===== src/ctls_pkg.sv =====
`default_nettype none
// ----------------------------------------------------------------------------
// ctls_pkg: shared types and constants of the token scanner
// Beat types of both channels, scanner modes, token class and error codes,
// and the keyword table.
// ----------------------------------------------------------------------------
package ctls_pkg;

  localparam int LEN_W    = 16;
  localparam int LINE_W   = 24;
  localparam int KW_COUNT = 11;
  localparam int KW_CHARS = 8;
  localparam int Q_DEPTH  = 4;

  typedef struct packed {
    logic       kind;
    logic [7:0] char_code;
  } in_item_t;

  typedef struct packed {
    logic [2:0]        token_class;
    logic [31:0]       start_offset;
    logic [LEN_W-1:0]  token_length;
    logic [LINE_W-1:0] line_number;
    logic [3:0]        keyword_index;
    logic [7:0]        first_byte;
    logic [7:0]        second_byte;
    logic [1:0]        error_kind;
    logic              last_of_run;
  } out_item_t;

  typedef enum logic [2:0] {
    M_IDLE,
    M_WORD,
    M_NUMBER,
    M_STRING,
    M_OPER,
    M_LINECOM,
    M_BLOCKCOM,
    M_BLOCKSTAR
  } mode_t;

  localparam logic KIND_CHAR = 1'b0;
  localparam logic KIND_END  = 1'b1;

  localparam logic [2:0] TC_KEYWORD  = 3'd0;
  localparam logic [2:0] TC_IDENT    = 3'd1;
  localparam logic [2:0] TC_OPERATOR = 3'd2;
  localparam logic [2:0] TC_NUMBER   = 3'd3;
  localparam logic [2:0] TC_STRING   = 3'd4;
  localparam logic [2:0] TC_DELIM    = 3'd5;
  localparam logic [2:0] TC_ERROR    = 3'd6;

  localparam logic [1:0] EK_NONE   = 2'd0;
  localparam logic [1:0] EK_NUMBER = 2'd1;
  localparam logic [1:0] EK_STRING = 2'd2;
  localparam logic [1:0] EK_CHAR   = 2'd3;

  localparam logic [7:0] CH_LF = 8'h0A;

  // Keyword spellings with the first character in the low byte, zero padded.
  localparam logic [KW_CHARS*8-1:0] KW_TEXT [KW_COUNT] = '{
    64'h0000_0000_0074_6E69,  // int
    64'h0000_0074_616F_6C66,  // float
    64'h0000_676E_6972_7473,  // string
    64'h0000_0000_6469_6F76,  // void
    64'h0000_0000_0000_6669,  // if
    64'h0000_0000_6573_6C65,  // else
    64'h0000_0065_6C69_6877,  // while
    64'h0000_0000_0072_6F66,  // for
    64'h0000_6E72_7574_6572,  // return
    64'h0000_006B_6165_7262,  // break
    64'h6575_6E69_746E_6F63   // continue
  };

  localparam logic [3:0] KW_LEN [KW_COUNT] = '{
    4'd3, 4'd5, 4'd6, 4'd4, 4'd2, 4'd4, 4'd5, 4'd3, 4'd6, 4'd5, 4'd8
  };

  typedef struct packed {
    logic       hit;
    logic [3:0] idx;
  } kw_hit_t;

  function automatic kw_hit_t kw_lookup(input logic [LEN_W-1:0] len,
                                        input logic [KW_CHARS*8-1:0] text);
    kw_hit_t res;
    res = '0;
    for (int k = KW_COUNT - 1; k >= 0; k--) begin
      if (len == LEN_W'(KW_LEN[k]) && text == KW_TEXT[k]) begin
        res.hit = 1'b1;
        res.idx = 4'(k);
      end
    end
    return res;
  endfunction

endpackage
`default_nettype wire


===== src/ctls_scan_core.sv =====
`default_nettype none
// ----------------------------------------------------------------------------
// ctls_scan_core: scanner state and per-byte token logic
// Holds the scan state and, for the byte in the input register, works out
// the next state and up to two token records in one pass.
// ----------------------------------------------------------------------------
module ctls_scan_core #(
  parameter int KEYWORD_CHARS = 8
) (
  input  wire logic               clk,
  input  wire logic               rst_n,
  input  wire logic               step_i,
  input  wire ctls_pkg::in_item_t item_i,
  output ctls_pkg::out_item_t     rec0_o,
  output ctls_pkg::out_item_t     rec1_o,
  output logic [1:0]              rec_vld_o
);

  localparam int LW = ctls_pkg::LEN_W;
  localparam int NW = ctls_pkg::LINE_W;
  localparam int IW = $clog2(KEYWORD_CHARS);

  ctls_pkg::mode_t                 mode_r, mode_nxt;
  logic [31:0]                     pos_r, pos_nxt;
  logic [NW-1:0]                   line_r, line_nxt;
  logic [31:0]                     tok_start_r, tok_start_nxt;
  logic [NW-1:0]                   tok_line_r, tok_line_nxt;
  logic [LW-1:0]                   tok_len_r, tok_len_nxt;
  logic [KEYWORD_CHARS-1:0][7:0]   prefix_r, prefix_nxt;
  logic [1:0]                      dot_r, dot_nxt;
  logic                            quote_r, quote_nxt;
  logic [7:0]                      held_r, held_nxt;

  logic [7:0]                      c;
  logic [NW-1:0]                   line_inc;
  logic [LW-1:0]                   len_inc;
  ctls_pkg::kw_hit_t               kw;
  ctls_pkg::out_item_t             blank, word_rec, num_rec, op1_rec, f_rec;
  ctls_pkg::mode_t                 f_mode;
  logic                            f_vld, use_fresh;
  logic                            is_space, is_alpha, is_digit, is_op, is_delim, is_pair;

  always_comb begin
    c        = item_i.char_code;
    is_space = (c == " ") || (c >= 8'd9 && c <= 8'd13);
    is_alpha = (c >= "a" && c <= "z") || (c >= "A" && c <= "Z");
    is_digit = (c >= "0" && c <= "9");
    is_op    = (c == "+") || (c == "-") || (c == "*") || (c == "/") || (c == "=") ||
               (c == ">") || (c == "<") || (c == "!") || (c == "&") || (c == "|");
    is_delim = (c == "(") || (c == ")") || (c == "{") || (c == "}") ||
               (c == ",") || (c == ";");
    if (c == "=") begin
      is_pair = (held_r == "=") || (held_r == "!") || (held_r == "<") || (held_r == ">") ||
                (held_r == "+") || (held_r == "-") || (held_r == "*") || (held_r == "/");
    end else begin
      is_pair = (held_r == "&" && c == "&") || (held_r == "|" && c == "|");
    end

    line_inc = (c == ctls_pkg::CH_LF && line_r != '1) ? line_r + 1'b1 : line_r;
    len_inc  = (tok_len_r != '1) ? tok_len_r + 1'b1 : tok_len_r;
    kw       = ctls_pkg::kw_lookup(tok_len_r, prefix_r[ctls_pkg::KW_CHARS-1:0]);

    blank              = '0;
    word_rec           = blank;
    word_rec.token_class   = kw.hit ? ctls_pkg::TC_KEYWORD : ctls_pkg::TC_IDENT;
    word_rec.start_offset  = tok_start_r;
    word_rec.token_length  = tok_len_r;
    word_rec.line_number   = tok_line_r;
    word_rec.keyword_index = kw.hit ? kw.idx : 4'd0;

    num_rec              = blank;
    num_rec.start_offset = tok_start_r;
    num_rec.token_length = tok_len_r;
    num_rec.line_number  = tok_line_r;
    if (dot_r > 2'd1) begin
      num_rec.token_class = ctls_pkg::TC_ERROR;
      num_rec.error_kind  = ctls_pkg::EK_NUMBER;
    end else begin
      num_rec.token_class = ctls_pkg::TC_NUMBER;
    end

    op1_rec              = blank;
    op1_rec.token_class  = ctls_pkg::TC_OPERATOR;
    op1_rec.start_offset = tok_start_r;
    op1_rec.token_length = LW'(1);
    op1_rec.line_number  = tok_line_r;
    op1_rec.first_byte   = held_r;

    f_rec              = blank;
    f_rec.start_offset = pos_r;
    f_rec.token_length = LW'(1);
    f_rec.line_number  = line_inc;
    f_rec.first_byte   = c;
    f_vld              = 1'b0;
    f_mode             = ctls_pkg::M_IDLE;
    priority if (is_space) begin
      f_mode = ctls_pkg::M_IDLE;
    end else if (is_alpha || c == "_") begin
      f_mode = ctls_pkg::M_WORD;
    end else if (is_digit) begin
      f_mode = ctls_pkg::M_NUMBER;
    end else if (c == "\"" || c == "'") begin
      f_mode = ctls_pkg::M_STRING;
    end else if (is_op) begin
      f_mode = ctls_pkg::M_OPER;
    end else if (is_delim) begin
      f_vld             = 1'b1;
      f_rec.token_class = ctls_pkg::TC_DELIM;
    end else begin
      f_vld             = 1'b1;
      f_rec.token_class = ctls_pkg::TC_ERROR;
      f_rec.error_kind  = ctls_pkg::EK_CHAR;
    end

    mode_nxt      = mode_r;
    pos_nxt       = pos_r;
    line_nxt      = line_r;
    tok_start_nxt = tok_start_r;
    tok_line_nxt  = tok_line_r;
    tok_len_nxt   = tok_len_r;
    prefix_nxt    = prefix_r;
    dot_nxt       = dot_r;
    quote_nxt     = quote_r;
    held_nxt      = held_r;
    rec0_o        = blank;
    rec1_o        = blank;
    rec_vld_o     = 2'b00;
    use_fresh     = 1'b0;

    if (item_i.kind == ctls_pkg::KIND_END) begin
      unique case (mode_r)
        ctls_pkg::M_WORD: begin
          rec0_o       = word_rec;
          rec_vld_o[0] = 1'b1;
        end
        ctls_pkg::M_NUMBER: begin
          rec0_o       = num_rec;
          rec_vld_o[0] = 1'b1;
        end
        ctls_pkg::M_STRING: begin
          rec0_o              = num_rec;
          rec0_o.token_class  = ctls_pkg::TC_ERROR;
          rec0_o.error_kind   = ctls_pkg::EK_STRING;
          rec_vld_o[0]        = 1'b1;
        end
        ctls_pkg::M_OPER: begin
          rec0_o       = op1_rec;
          rec_vld_o[0] = 1'b1;
        end
        default: begin
        end
      endcase
      mode_nxt      = ctls_pkg::M_IDLE;
      pos_nxt       = '0;
      line_nxt      = NW'(1);
      tok_start_nxt = '0;
      tok_line_nxt  = NW'(1);
      tok_len_nxt   = '0;
      prefix_nxt    = '0;
      dot_nxt       = '0;
      quote_nxt     = 1'b0;
      held_nxt      = '0;
    end else begin
      line_nxt = line_inc;
      pos_nxt  = pos_r + 32'd1;
      unique case (mode_r)
        ctls_pkg::M_WORD: begin
          if (is_alpha || is_digit || c == "_") begin
            if (tok_len_r < LW'(KEYWORD_CHARS)) begin
              prefix_nxt[tok_len_r[IW-1:0]] = c;
            end
            tok_len_nxt = len_inc;
          end else begin
            rec0_o       = word_rec;
            rec_vld_o[0] = 1'b1;
            use_fresh    = 1'b1;
          end
        end
        ctls_pkg::M_NUMBER: begin
          if (is_digit || c == ".") begin
            if (c == "." && dot_r < 2'd2) begin
              dot_nxt = dot_r + 2'd1;
            end
            tok_len_nxt = len_inc;
          end else begin
            rec0_o       = num_rec;
            rec_vld_o[0] = 1'b1;
            use_fresh    = 1'b1;
          end
        end
        ctls_pkg::M_STRING: begin
          tok_len_nxt = len_inc;
          if (c == (quote_r ? 8'(39) : 8'(34))) begin
            rec0_o              = num_rec;
            rec0_o.token_class  = ctls_pkg::TC_STRING;
            rec0_o.error_kind   = ctls_pkg::EK_NONE;
            rec0_o.token_length = len_inc;
            rec_vld_o[0]        = 1'b1;
            mode_nxt            = ctls_pkg::M_IDLE;
          end else if (c == ctls_pkg::CH_LF) begin
            rec0_o              = num_rec;
            rec0_o.token_class  = ctls_pkg::TC_ERROR;
            rec0_o.error_kind   = ctls_pkg::EK_STRING;
            rec0_o.token_length = len_inc;
            rec_vld_o[0]        = 1'b1;
            mode_nxt            = ctls_pkg::M_IDLE;
          end
        end
        ctls_pkg::M_OPER: begin
          priority if (held_r == "/" && c == "/") begin
            mode_nxt = ctls_pkg::M_LINECOM;
          end else if (held_r == "/" && c == "*") begin
            mode_nxt = ctls_pkg::M_BLOCKCOM;
          end else if (is_pair) begin
            rec0_o              = op1_rec;
            rec0_o.token_length = LW'(2);
            rec0_o.second_byte  = c;
            rec_vld_o[0]        = 1'b1;
            mode_nxt            = ctls_pkg::M_IDLE;
          end else begin
            rec0_o       = op1_rec;
            rec_vld_o[0] = 1'b1;
            use_fresh    = 1'b1;
          end
        end
        ctls_pkg::M_LINECOM: begin
          if (c == ctls_pkg::CH_LF) begin
            mode_nxt = ctls_pkg::M_IDLE;
          end
        end
        ctls_pkg::M_BLOCKCOM: begin
          if (c == "*") begin
            mode_nxt = ctls_pkg::M_BLOCKSTAR;
          end
        end
        ctls_pkg::M_BLOCKSTAR: begin
          if (c == "/") begin
            mode_nxt = ctls_pkg::M_IDLE;
          end else if (c != "*") begin
            mode_nxt = ctls_pkg::M_BLOCKCOM;
          end
        end
        default: begin
          use_fresh = 1'b1;
        end
      endcase
    end

    if (use_fresh) begin
      mode_nxt = f_mode;
      if (f_mode != ctls_pkg::M_IDLE) begin
        tok_start_nxt = pos_r;
        tok_line_nxt  = line_inc;
        tok_len_nxt   = LW'(1);
      end
      if (f_mode == ctls_pkg::M_WORD) begin
        prefix_nxt    = '0;
        prefix_nxt[0] = c;
      end
      if (f_mode == ctls_pkg::M_NUMBER) begin
        dot_nxt = '0;
      end
      if (f_mode == ctls_pkg::M_STRING) begin
        quote_nxt = (c == "'");
      end
      if (f_mode == ctls_pkg::M_OPER) begin
        held_nxt = c;
      end
      if (rec_vld_o[0]) begin
        rec1_o       = f_rec;
        rec_vld_o[1] = f_vld;
      end else begin
        rec0_o       = f_rec;
        rec_vld_o[0] = f_vld;
      end
    end

    rec0_o.last_of_run = !rec_vld_o[1];
    rec1_o.last_of_run = 1'b1;
  end

  always_ff @(posedge clk) begin
    if (!rst_n) begin
      mode_r <= ctls_pkg::M_IDLE;
      pos_r  <= '0;
      line_r <= NW'(1);
    end else if (step_i) begin
      mode_r <= mode_nxt;
      pos_r  <= pos_nxt;
      line_r <= line_nxt;
    end
  end

  always_ff @(posedge clk) begin
    if (step_i) begin
      tok_start_r <= tok_start_nxt;
      tok_line_r  <= tok_line_nxt;
      tok_len_r   <= tok_len_nxt;
      prefix_r    <= prefix_nxt;
      dot_r       <= dot_nxt;
      quote_r     <= quote_nxt;
      held_r      <= held_nxt;
    end
  end

endmodule
`default_nettype wire


===== src/ctls_rec_queue.sv =====
`default_nettype none
// ----------------------------------------------------------------------------
// ctls_rec_queue: result queue
// Small register queue that takes up to two token records a cycle and
// presents the oldest one on the result channel.
// ----------------------------------------------------------------------------
module ctls_rec_queue (
  input  wire logic                clk,
  input  wire logic                rst_n,
  input  wire logic [1:0]          push_i,
  input  wire ctls_pkg::out_item_t rec0_i,
  input  wire ctls_pkg::out_item_t rec1_i,
  input  wire logic                pop_i,
  output ctls_pkg::out_item_t      head_o,
  output logic                     vld_o,
  output logic                     room_o
);

  localparam int D  = ctls_pkg::Q_DEPTH;
  localparam int AW = $clog2(D);

  ctls_pkg::out_item_t q_r [D];
  logic [AW-1:0]       wr_ptr_r, wr_ptr_nxt, rd_ptr_r, rd_ptr_nxt;
  logic [AW:0]         cnt_r, cnt_nxt;
  logic [AW-1:0]       wr_ptr_p1;

  always_comb begin
    wr_ptr_p1  = wr_ptr_r + 1'b1;
    wr_ptr_nxt = wr_ptr_r + AW'(push_i[0]) + AW'(push_i[1]);
    rd_ptr_nxt = rd_ptr_r + AW'(pop_i);
    cnt_nxt    = cnt_r + (AW+1)'(push_i[0]) + (AW+1)'(push_i[1]) - (AW+1)'(pop_i);
    head_o     = q_r[rd_ptr_r];
    vld_o      = (cnt_r != '0);
    room_o     = (cnt_r <= (AW+1)'(D - 2));
  end

  always_ff @(posedge clk) begin
    if (!rst_n) begin
      wr_ptr_r <= '0;
      rd_ptr_r <= '0;
      cnt_r    <= '0;
    end else begin
      wr_ptr_r <= wr_ptr_nxt;
      rd_ptr_r <= rd_ptr_nxt;
      cnt_r    <= cnt_nxt;
    end
  end

  always_ff @(posedge clk) begin
    if (push_i[0]) begin
      q_r[wr_ptr_r] <= rec0_i;
    end
    if (push_i[1]) begin
      q_r[wr_ptr_p1] <= rec1_i;
    end
  end

endmodule
`default_nettype wire


===== src/c_like_token_scanner.sv =====
`default_nettype none
// ----------------------------------------------------------------------------
// c_like_token_scanner: streaming lexer for a small C-like language
// Input register, single-pass scan logic and a four-entry result queue.
// ----------------------------------------------------------------------------
// The block takes one source byte per cycle while in_stall is low and one
// end-of-input beat to flush. Each token gives one result beat, queued when
// the completing byte leaves the input register. A byte that closes one token
// and is itself a delimiter or a bad character yields two result beats,
// which leave one per cycle unless stalled through a four-entry queue, so
// the result port sets the rate for such bytes. A byte is taken from the
// input register only while at least two queue entries are free.
module c_like_token_scanner #(
  parameter int KEYWORD_CHARS = 8
) (
  input  wire logic               clk,
  input  wire logic               rst_n,
  input  wire logic               in_valid,
  output logic                    in_stall,
  input  wire ctls_pkg::in_item_t in_data,
  output logic                    out_valid,
  input  wire logic               out_stall,
  output ctls_pkg::out_item_t     out_data
);

  ctls_pkg::in_item_t  item_r;
  logic                item_vld_r;
  logic                step_w, room_w, pop_w;
  logic [1:0]          rec_vld_w;
  ctls_pkg::out_item_t rec0_w, rec1_w;

  assign step_w   = item_vld_r && room_w;
  assign in_stall = item_vld_r && !room_w;
  assign pop_w    = out_valid && !out_stall;

  always_ff @(posedge clk) begin
    if (!rst_n) begin
      item_vld_r <= 1'b0;
    end else if (in_valid && !in_stall) begin
      item_vld_r <= 1'b1;
    end else if (step_w) begin
      item_vld_r <= 1'b0;
    end
  end

  always_ff @(posedge clk) begin
    if (in_valid && !in_stall) begin
      item_r <= in_data;
    end
  end

  ctls_scan_core #(
    .KEYWORD_CHARS (KEYWORD_CHARS)
  ) u_core (
    .clk       (clk),
    .rst_n     (rst_n),
    .step_i    (step_w),
    .item_i    (item_r),
    .rec0_o    (rec0_w),
    .rec1_o    (rec1_w),
    .rec_vld_o (rec_vld_w)
  );

  ctls_rec_queue u_queue (
    .clk    (clk),
    .rst_n  (rst_n),
    .push_i (rec_vld_w & {2{step_w}}),
    .rec0_i (rec0_w),
    .rec1_i (rec1_w),
    .pop_i  (pop_w),
    .head_o (out_data),
    .vld_o  (out_valid),
    .room_o (room_w)
  );

  a_two_beats_ordered: assert property (@(posedge clk) disable iff (!rst_n)
    step_w && rec_vld_w[1] |-> rec_vld_w[0] && !rec0_w.last_of_run && rec1_w.last_of_run)
    else $error("second record without a first one or with a wrong last flag");

  a_silent_step: assert property (@(posedge clk) disable iff (!rst_n)
    step_w && (rec_vld_w == 2'b00) && !out_valid |=> !out_valid)
    else $error("result beat appeared without a record");

  a_single_last: assert property (@(posedge clk) disable iff (!rst_n)
    step_w && rec_vld_w[0] && !rec_vld_w[1] |-> rec0_w.last_of_run)
    else $error("lone record not flagged as last");

endmodule
`default_nettype wire

===== config.mk =====
export PLATFORM = sky130hd
export DESIGN_NAME = c_like_token_scanner
export DESIGN_NICKNAME = d
export VERILOG_FILES = /design/src/ctls_pkg.sv /design/src/ctls_scan_core.sv /design/src/ctls_rec_queue.sv /design/src/c_like_token_scanner.sv
export SDC_FILE = /design/constraint.sdc
export NUM_CORES = 1
export LEC_CHECK = 0
export ABC_AREA = 1
export BUFFER_PORTS_ARGS = -buffer_cell sky130_fd_sc_hd__buf_4
export CAP_MARGIN = 10
export CELL_PAD_IN_SITES_DETAIL_PLACEMENT = 2
export CELL_PAD_IN_SITES_GLOBAL_PLACEMENT = 2
export CORE_ASPECT_RATIO = 1.1
export CORE_MARGIN = 2
export CORE_UTILIZATION = 23
export CTS_BUF_LIST = sky130_fd_sc_hd__clkbuf_2 sky130_fd_sc_hd__clkbuf_4 sky130_fd_sc_hd__clkbuf_8
export CTS_CLUSTER_DIAMETER = 80
export CTS_CLUSTER_SIZE = 8
export DETAILED_ROUTE_END_ITERATION = 8
export PLACE_DENSITY_LB_ADDON = 0.1
export SYNTH_ARGS = -nofsm -noshare
export SYNTH_HDL_FRONTEND = slang
export SYNTH_SLANG_ARGS = --single-unit

===== constraint.sdc =====
create_clock -name clk -period 7.7 [get_ports clk]
set_input_delay 1.155 -clock clk [delete_from_list [all_inputs] [get_ports clk]]
set_output_delay 1.155 -clock clk [all_outputs]
set_load 0.1 [all_outputs]

Word level (Yosys, flattened, before mapping)
Memories as Yosys holds them, arrays and structs flattened. A register that Yosys moved wholly into a read port is not among the register bits.
Index checks and enable logic that the tools add are counted.
- $add $sub $neg: 11
- $lt $le $gt $ge: 14
- eq/ne operators: 67
- multiplexer cells: 125
- bitwise gates (word level): 1
- reduce and logical (&&, ||, !) cells: 66
- operators by type and width (operator ; number):
    98-bit 2-to-1 mux ; 9
    98-bit one-hot mux with 4 select lines ; 2
    64-bit 2-to-1 mux ; 6
    8-bit by 6-bit equality test with 1-bit output (second input constant) ; 26
    64-bit by 39-bit equality test with 1-bit output (second input constant) ; 3
    64-bit by 23-bit equality test with 1-bit output (second input constant) ; 2
    64-bit by 31-bit equality test with 1-bit output (second input constant) ; 2
    64-bit by 47-bit equality test with 1-bit output (second input constant) ; 2
    32-bit 2-to-1 mux ; 4
    24-bit 2-to-1 mux ; 5
    97-bit 2-to-1 mux ; 1
    16-bit 2-to-1 mux ; 6
    96-bit 2-to-1 mux ; 1
    3-bit 2-to-1 mux ; 22
    64-bit bitwise mux ; 1
    64-bit by 15-bit equality test with 1-bit output (second input constant) ; 1
    64-bit by 63-bit equality test with 1-bit output (second input constant) ; 1
    5-bit 2-to-1 mux ; 11
    49-bit 2-to-1 mux ; 1
    16-bit by 3-bit equality test with 1-bit output (second input constant) ; 3
    16-bit one-hot mux with 3 select lines ; 1
    8-bit by 7-bit equality test with 1-bit output (second input constant) ; 5
    32-bit by 1-bit adder with 32-bit output (second input constant) ; 1
    16-bit by 2-bit equality test with 1-bit output (second input constant) ; 2
    46 further kinds ; 166
- flip-flop bits (word level): 223
- bits in writable memories: 392
- input bits: 13
- output and inout bits: 100
- word-level logic and storage cells: 308
- memories: 1
- memory list (memory ; depth ; bits a word ; read ports ; clocked after Yosys merged registers in ; write ports ; RTL line ; source):
    u_queue.q_r ; 4 ; 98 ; 1 ; 1 ; 2 ; ctls_rec_queue.sv:22 ; ctls_pkg::out_item_t q_r [D];

Depth between registers and ports, before layout
- depth after elaboration: 21
- gate-level depth with buffers: 21
- mapped depth without buffers: 19

Modules after synthesis
Synthesis repeated with hierarchy kept, for this count alone.
- cell total of the unflattened synthesis: 5193
- area, all modules: 37903.9 sq um
- modules (own cells, without submodules) (module ; instances ; cells an instance ; area each (sq um) ; seq. area each (sq um)):
    ctls_rec_queue ; 1 ; 2908 ; 22624.2 ; 11911.4
    ctls_scan_core ; 1 ; 2260 ; 14926.8 ; 5595.4
    c_like_token_scanner ; 1 ; 25 ; 352.8 ; 290.3

Worst setup path after synthesis
Ideal clock, no wire load.
- path kind: reg2reg
- from: register u_queue.cnt_r[1]
- to: register u_queue.cnt_r[1]
- library setup time: 0.109 ns
- arrival: 7.081 ns
- data required time: 7.591 ns
- slack: 0.509 ns
- cell stages (with the launch flop): 15
- buffers on the path: 2
- path through: dfxtp_1 inv_1 ha_1 o21bai_1 nand2_1 inv_1 buf_2 buf_1 nand2_1 ha_1 fa_1 inv_1 fa_1 nand2_1 inv_1
- cells in the longest elaborated chain, start to end: 6
- ends and longest elaborated chain (what ; RTL line ; source):
    from (decl) ; ctls_rec_queue.sv:24 ; logic [AW:0] cnt_r, cnt_nxt;
    from (signal assigned) ; ctls_rec_queue.sv:45 ; cnt_r <= cnt_nxt;
    3-bit by 2-bit <= comparator with 1-bit output (*) ; ctls_rec_queue.sv:34 ; room_o = (cnt_r <= (AW+1)'(D - 2));
    1-bit logical AND (*) ; c_like_token_scanner.sv:32 ; assign step_w = item_vld_r && room_w;
    named net step_w ; c_like_token_scanner.sv:28 ; logic step_w, room_w, pop_w;
    2-bit AND (*) ; c_like_token_scanner.sv:67 ; .push_i (rec_vld_w & {2{step_w}}),
    3-bit by 1-bit adder with 3-bit output ; ctls_rec_queue.sv:31 ; cnt_nxt = cnt_r + (AW+1)'(push_i[0]) + (AW+1)'(push_i[1]) - (AW+1)'(pop_i);
    3-bit by 1-bit adder with 3-bit output (*) ; ctls_rec_queue.sv:31 ;
    3-bit by 1-bit subtractor with 3-bit output (*) ; ctls_rec_queue.sv:31 ;
    named net u_queue.cnt_nxt[1] ; ctls_rec_queue.sv:24 ;
Mark *: on every way through the listed nets, which the timed path passes. The rest lies on a longest branch.
A chain may end at the register's enable or synchronous reset.

==> impl_metrics.yaml <==
logic_synthesis:
  ys_seq_area_share_pct: 49.6
  synth-simple-area-share_pct: 26.6
  async_flop_share_pct: 0
  synth_cell_types: 53
  synthCells: 4303
  yosysTopAreaCell: "edfxtp_1"
  ys_seq_elements: 615
  post_synth.cell_area_avg_sq_um: 7.81
  synth_top_family_by_area: "simple AND/OR/NAND/NOR gates"
  synth.area.top_cells: "edfxtp_1 39%, dfxtp_1 11%, nand2_1 8.6%"
  synth_nets: 4329
  synthMuxAreaShare_pct: 0.212
  synth_xor_area_share_pct: 0.808
  syn_area_sq_mm: 0.0336
  synth-compound-area-share_pct: 14.8
  synth_enable_flop_cells: 436
  synth_fa_ha_area_share_pct: 0.551
  synth_top_area_share_pct: 39.0
  ys.flop_type: "edfxtp_1"
  yosys_warnings: 0
power:
  ir_worst_vdd_v: 0.000243
  sw_frac_of_total_pct: 51.1
  power.internal_mw: 6.53
  design_power_total_mw: 13.4
  p_leak_nw: 13.6
  combPwrFrac_pct: 45.5
  clockPowerShare_pct: 23.1
  switching_power_mw: 6.83
  power_frac_seq_pct: 31.4
  power_density_mw_per_mm2: 350
clock_tree:
  cts_root_buffer: "clkbuf_8"
  clk_pin_slew_ns: 0.08
  clk_path_buf_depth: 3
  htreeDepth: 3
  cts-resized-gates: 0
  cts_setup_buffers: 0
  numCtsBuffers: 92
  clkLatencyLatePin_ns: 0.82
  ctsHoldBuffers: 0
  tritoncts: "done"
  clock-sinks: 615
finish:
  final_cell_mix: "764 x nand2_1, 606 x nor2_1, 486 x nand3_1"
  stdcell_count: 6283
  mostFrequentLayoutCell: "nand2_1"
  drive_above_1_share_pct: 9.37
  fin_util_pct: 26.2
  area_growth_pct: 13.5
  final_nets: 4300
sta:
  setup_viol: 0
  worst_pin_slew_ns: 1.12
  hold_viol_final: 0
  fmax_mhz: 191
  slew_violations: 0
  grt_setup_unrepaired: "false"
  finClkSkew_ns: 0.0670
  post-route-period-util_pct: 68.0
  finalSetupTns_ns: 0
  layout_min_cycle_time_ns: 5.24
  max_slew_margin_pct: 25.0
global_routing:
  grt_max_degree: 167
  grt_pass1_wl_mm: 232
  grt-ovfl-total: 0
  grt_pass1_vias: 33900
  antenna_found_initial: 3
  grt_use_total_pct: 20.8
critical_path:
  required_ns: 8.23
  endpoint: "u_queue.q_r[2][16]$_DFFE_PP_"
  crit_fanout: 35
  ff2ff_path_depth: 15
  startpoint: "item_r[3]$_DFFE_PP_"
  r2r_slack_ns: 2.46
  worstSetupEndpointType: "flip-flop"
  crit_arrival_ns: 5.77
  critPathLaunchType: "flip-flop"
  rr_endpoint: "u_queue.q_r[2][16]$_DFFE_PP_"
  worst-setup-path-type: "flip-flop to flip-flop"
  r2r-start: "item_r[3]$_DFFE_PP_"
die:
  start_util_pct: 23.1
  die_h_um: 405
  die_w_um: 368
  rows: 147
  ios: 113
  fp.coreArea_sq_mm: 0.145
  die_area_sq_mm: 0.149
route:
  first_pass_iters: 5
  wl_per_cell_um: 24.9
  vias: 31300
  drt_wl_total_mm: 156
  drcViolationCount: 0
  drt_iter0_drc: 1718
  viasPerCell: 4.98
  ant_nets: 0
run:
  cap_violations: 0
outcome:
  status: "finished, final reports clean"
placed_design:
  gp_congestion: 0.810
  io_buffers: 112
  hpwl_mm: 98.0
  place_inst: 6117
min_path:
  hold_class: "flip-flop to flip-flop"
==> area by class of cell <==
| type | count | area (sq um) |
|---|---|---|
| Fill cell | 16900 | 107000 |
| Clock inverter | 14 | 210 |
| Sequential cell | 615 | 16700 |
| Antenna cell | 1 | 2.50 |
| Clock buffer | 151 | 1740 |
| Tap cell | 1937 | 2420 |
| Timing Repair Buffer | 166 | 1310 |
| Inverter | 320 | 1220 |
| Multi-Input combinational cell | 3079 | 14600 |
==> registers in the layout (all words and copies together) (netlist names) <==
register,flops
u_core.tok_start_r,32
item_r,9
u_core.tok_line_r,24
u_queue.q_r,392
u_core.line_r,24
u_core.held_r,8
u_core.dot_r,2
u_core.tok_len_r,16
u_core.quote_r,1
u_core.mode_r,3
u_core.prefix_r,64
u_queue.cnt_r,3
u_core.pos_r,32
u_queue.rd_ptr_r,2
item_vld_r,1
u_queue.wr_ptr_r,2
==> logic make-up after synthesis <==
group	after synthesis
buffers and inverters	609
XOR/XNOR	31
AO/OA/AOI/OAI	937
flip-flops	615
adder cells (fa/ha/maj)	13
AND/OR/NAND/NOR	2091
multiplexers	7
==> power groups by stage <==
stage               Clock (mW)  Combinational [mW]  Sequential (mW)
floorplan                    0                4.29             4.15
detailed placement           0                6.18             4.28
CTS                       3.22                6.19             4.20
global placement             0                6.15             4.27
finish                    3.08                6.08             4.20
global route              3.33                6.46             4.24
==> cells in the mapped netlist (7+ instances only) <==
| cell type | number |
|---|---|
| inv_1 | 295 |
| o21ai_1 | 206 |
| xor2_1 | 24 |
| nand2_1 | 770 |
| o21ai_0 | 387 |
| a21oi_2 | 12 |
| edfxtp_1 | 436 |
| clkbuf_1 | 166 |
| buf_2 | 100 |
| a21oi_1 | 167 |
| nor4_1 | 17 |
| inv_2 | 19 |
| buf_4 | 18 |
| nor2_1 | 609 |
| nand3_1 | 489 |
| o22ai_1 | 140 |
| nor3_1 | 125 |
| ha_1 | 10 |
| nand4_1 | 51 |
| dfxtp_1 | 179 |
| xnor2_1 | 7 |
==> worst min path at each step <==
| stage | endpoint | cells past startpoint | startpoint |
|---|---|---|---|
| final | u_queue.q_r[2][10]$_SDFFE_PP0P_ | 2 | u_queue.q_r[2][10]$_SDFFE_PP0P_ |
| after global routing | u_queue.q_r[3][10]$_SDFFE_PP0N_ | 2 | u_queue.q_r[3][10]$_SDFFE_PP0N_ |
| after CTS | u_queue.q_r[2][10]$_SDFFE_PP0P_ | 2 | u_queue.q_r[2][10]$_SDFFE_PP0P_ |
| after detailed placement | u_queue.q_r[2][10]$_SDFFE_PP0P_ | 2 | u_queue.q_r[2][10]$_SDFFE_PP0P_ |
| after global placement | u_queue.q_r[2][10]$_SDFFE_PP0P_ | 2 | u_queue.q_r[2][10]$_SDFFE_PP0P_ |
| after floorplan | u_queue.q_r[2][10]$_SDFFE_PP0P_ | 2 | u_queue.q_r[2][10]$_SDFFE_PP0P_ |
==> worst max-delay path, cell delays in order, from the launching register on <==
cell      delay [ns]
edfxtp_1        0.76
nand2_1         0.26
nor2_1          0.21
nand2_1         0.07
nand2_1         0.07
nand3b_2        0.17
nand3_2         0.14
o21ai_1         0.13
inv_2           0.15
nand3_2         0.57
inv_4           0.20
nand2_2         0.23
nand3_4         0.50
buf_4           0.59
buf_4           0.64
o21ai_0         0.21
==> layer usage <==
layer | part of all wire [%] | vias to the layer above | global-route usage [%]
li1 | - | 14700 | -
met1 | 46 | 16000 | 27.4
met2 | 48 | 425 | 35.7
met3 | 2.7 | 155 | 2.29
met4 | 2.5 | 0 | 5.94
met5 | 0 | - | 0
==> per-stage QoR <==
stage | cell area (sq um) | worst slack [ns] | hold WS (ns)
2_1_floorplan | 33600 | 0.509 | 0.408
3_3_place_gp | 36200 | 2.42 | 0.419
3_5_place_dp | 36200 | 2.41 | 0.421
4_1_cts | 38100 | 2.32 | 0.432
5_1_grt | 38100 | 1.96 | 0.463
6_report | 38100 | 2.46 | 0.429
Power figures use the tool's default switching activity.
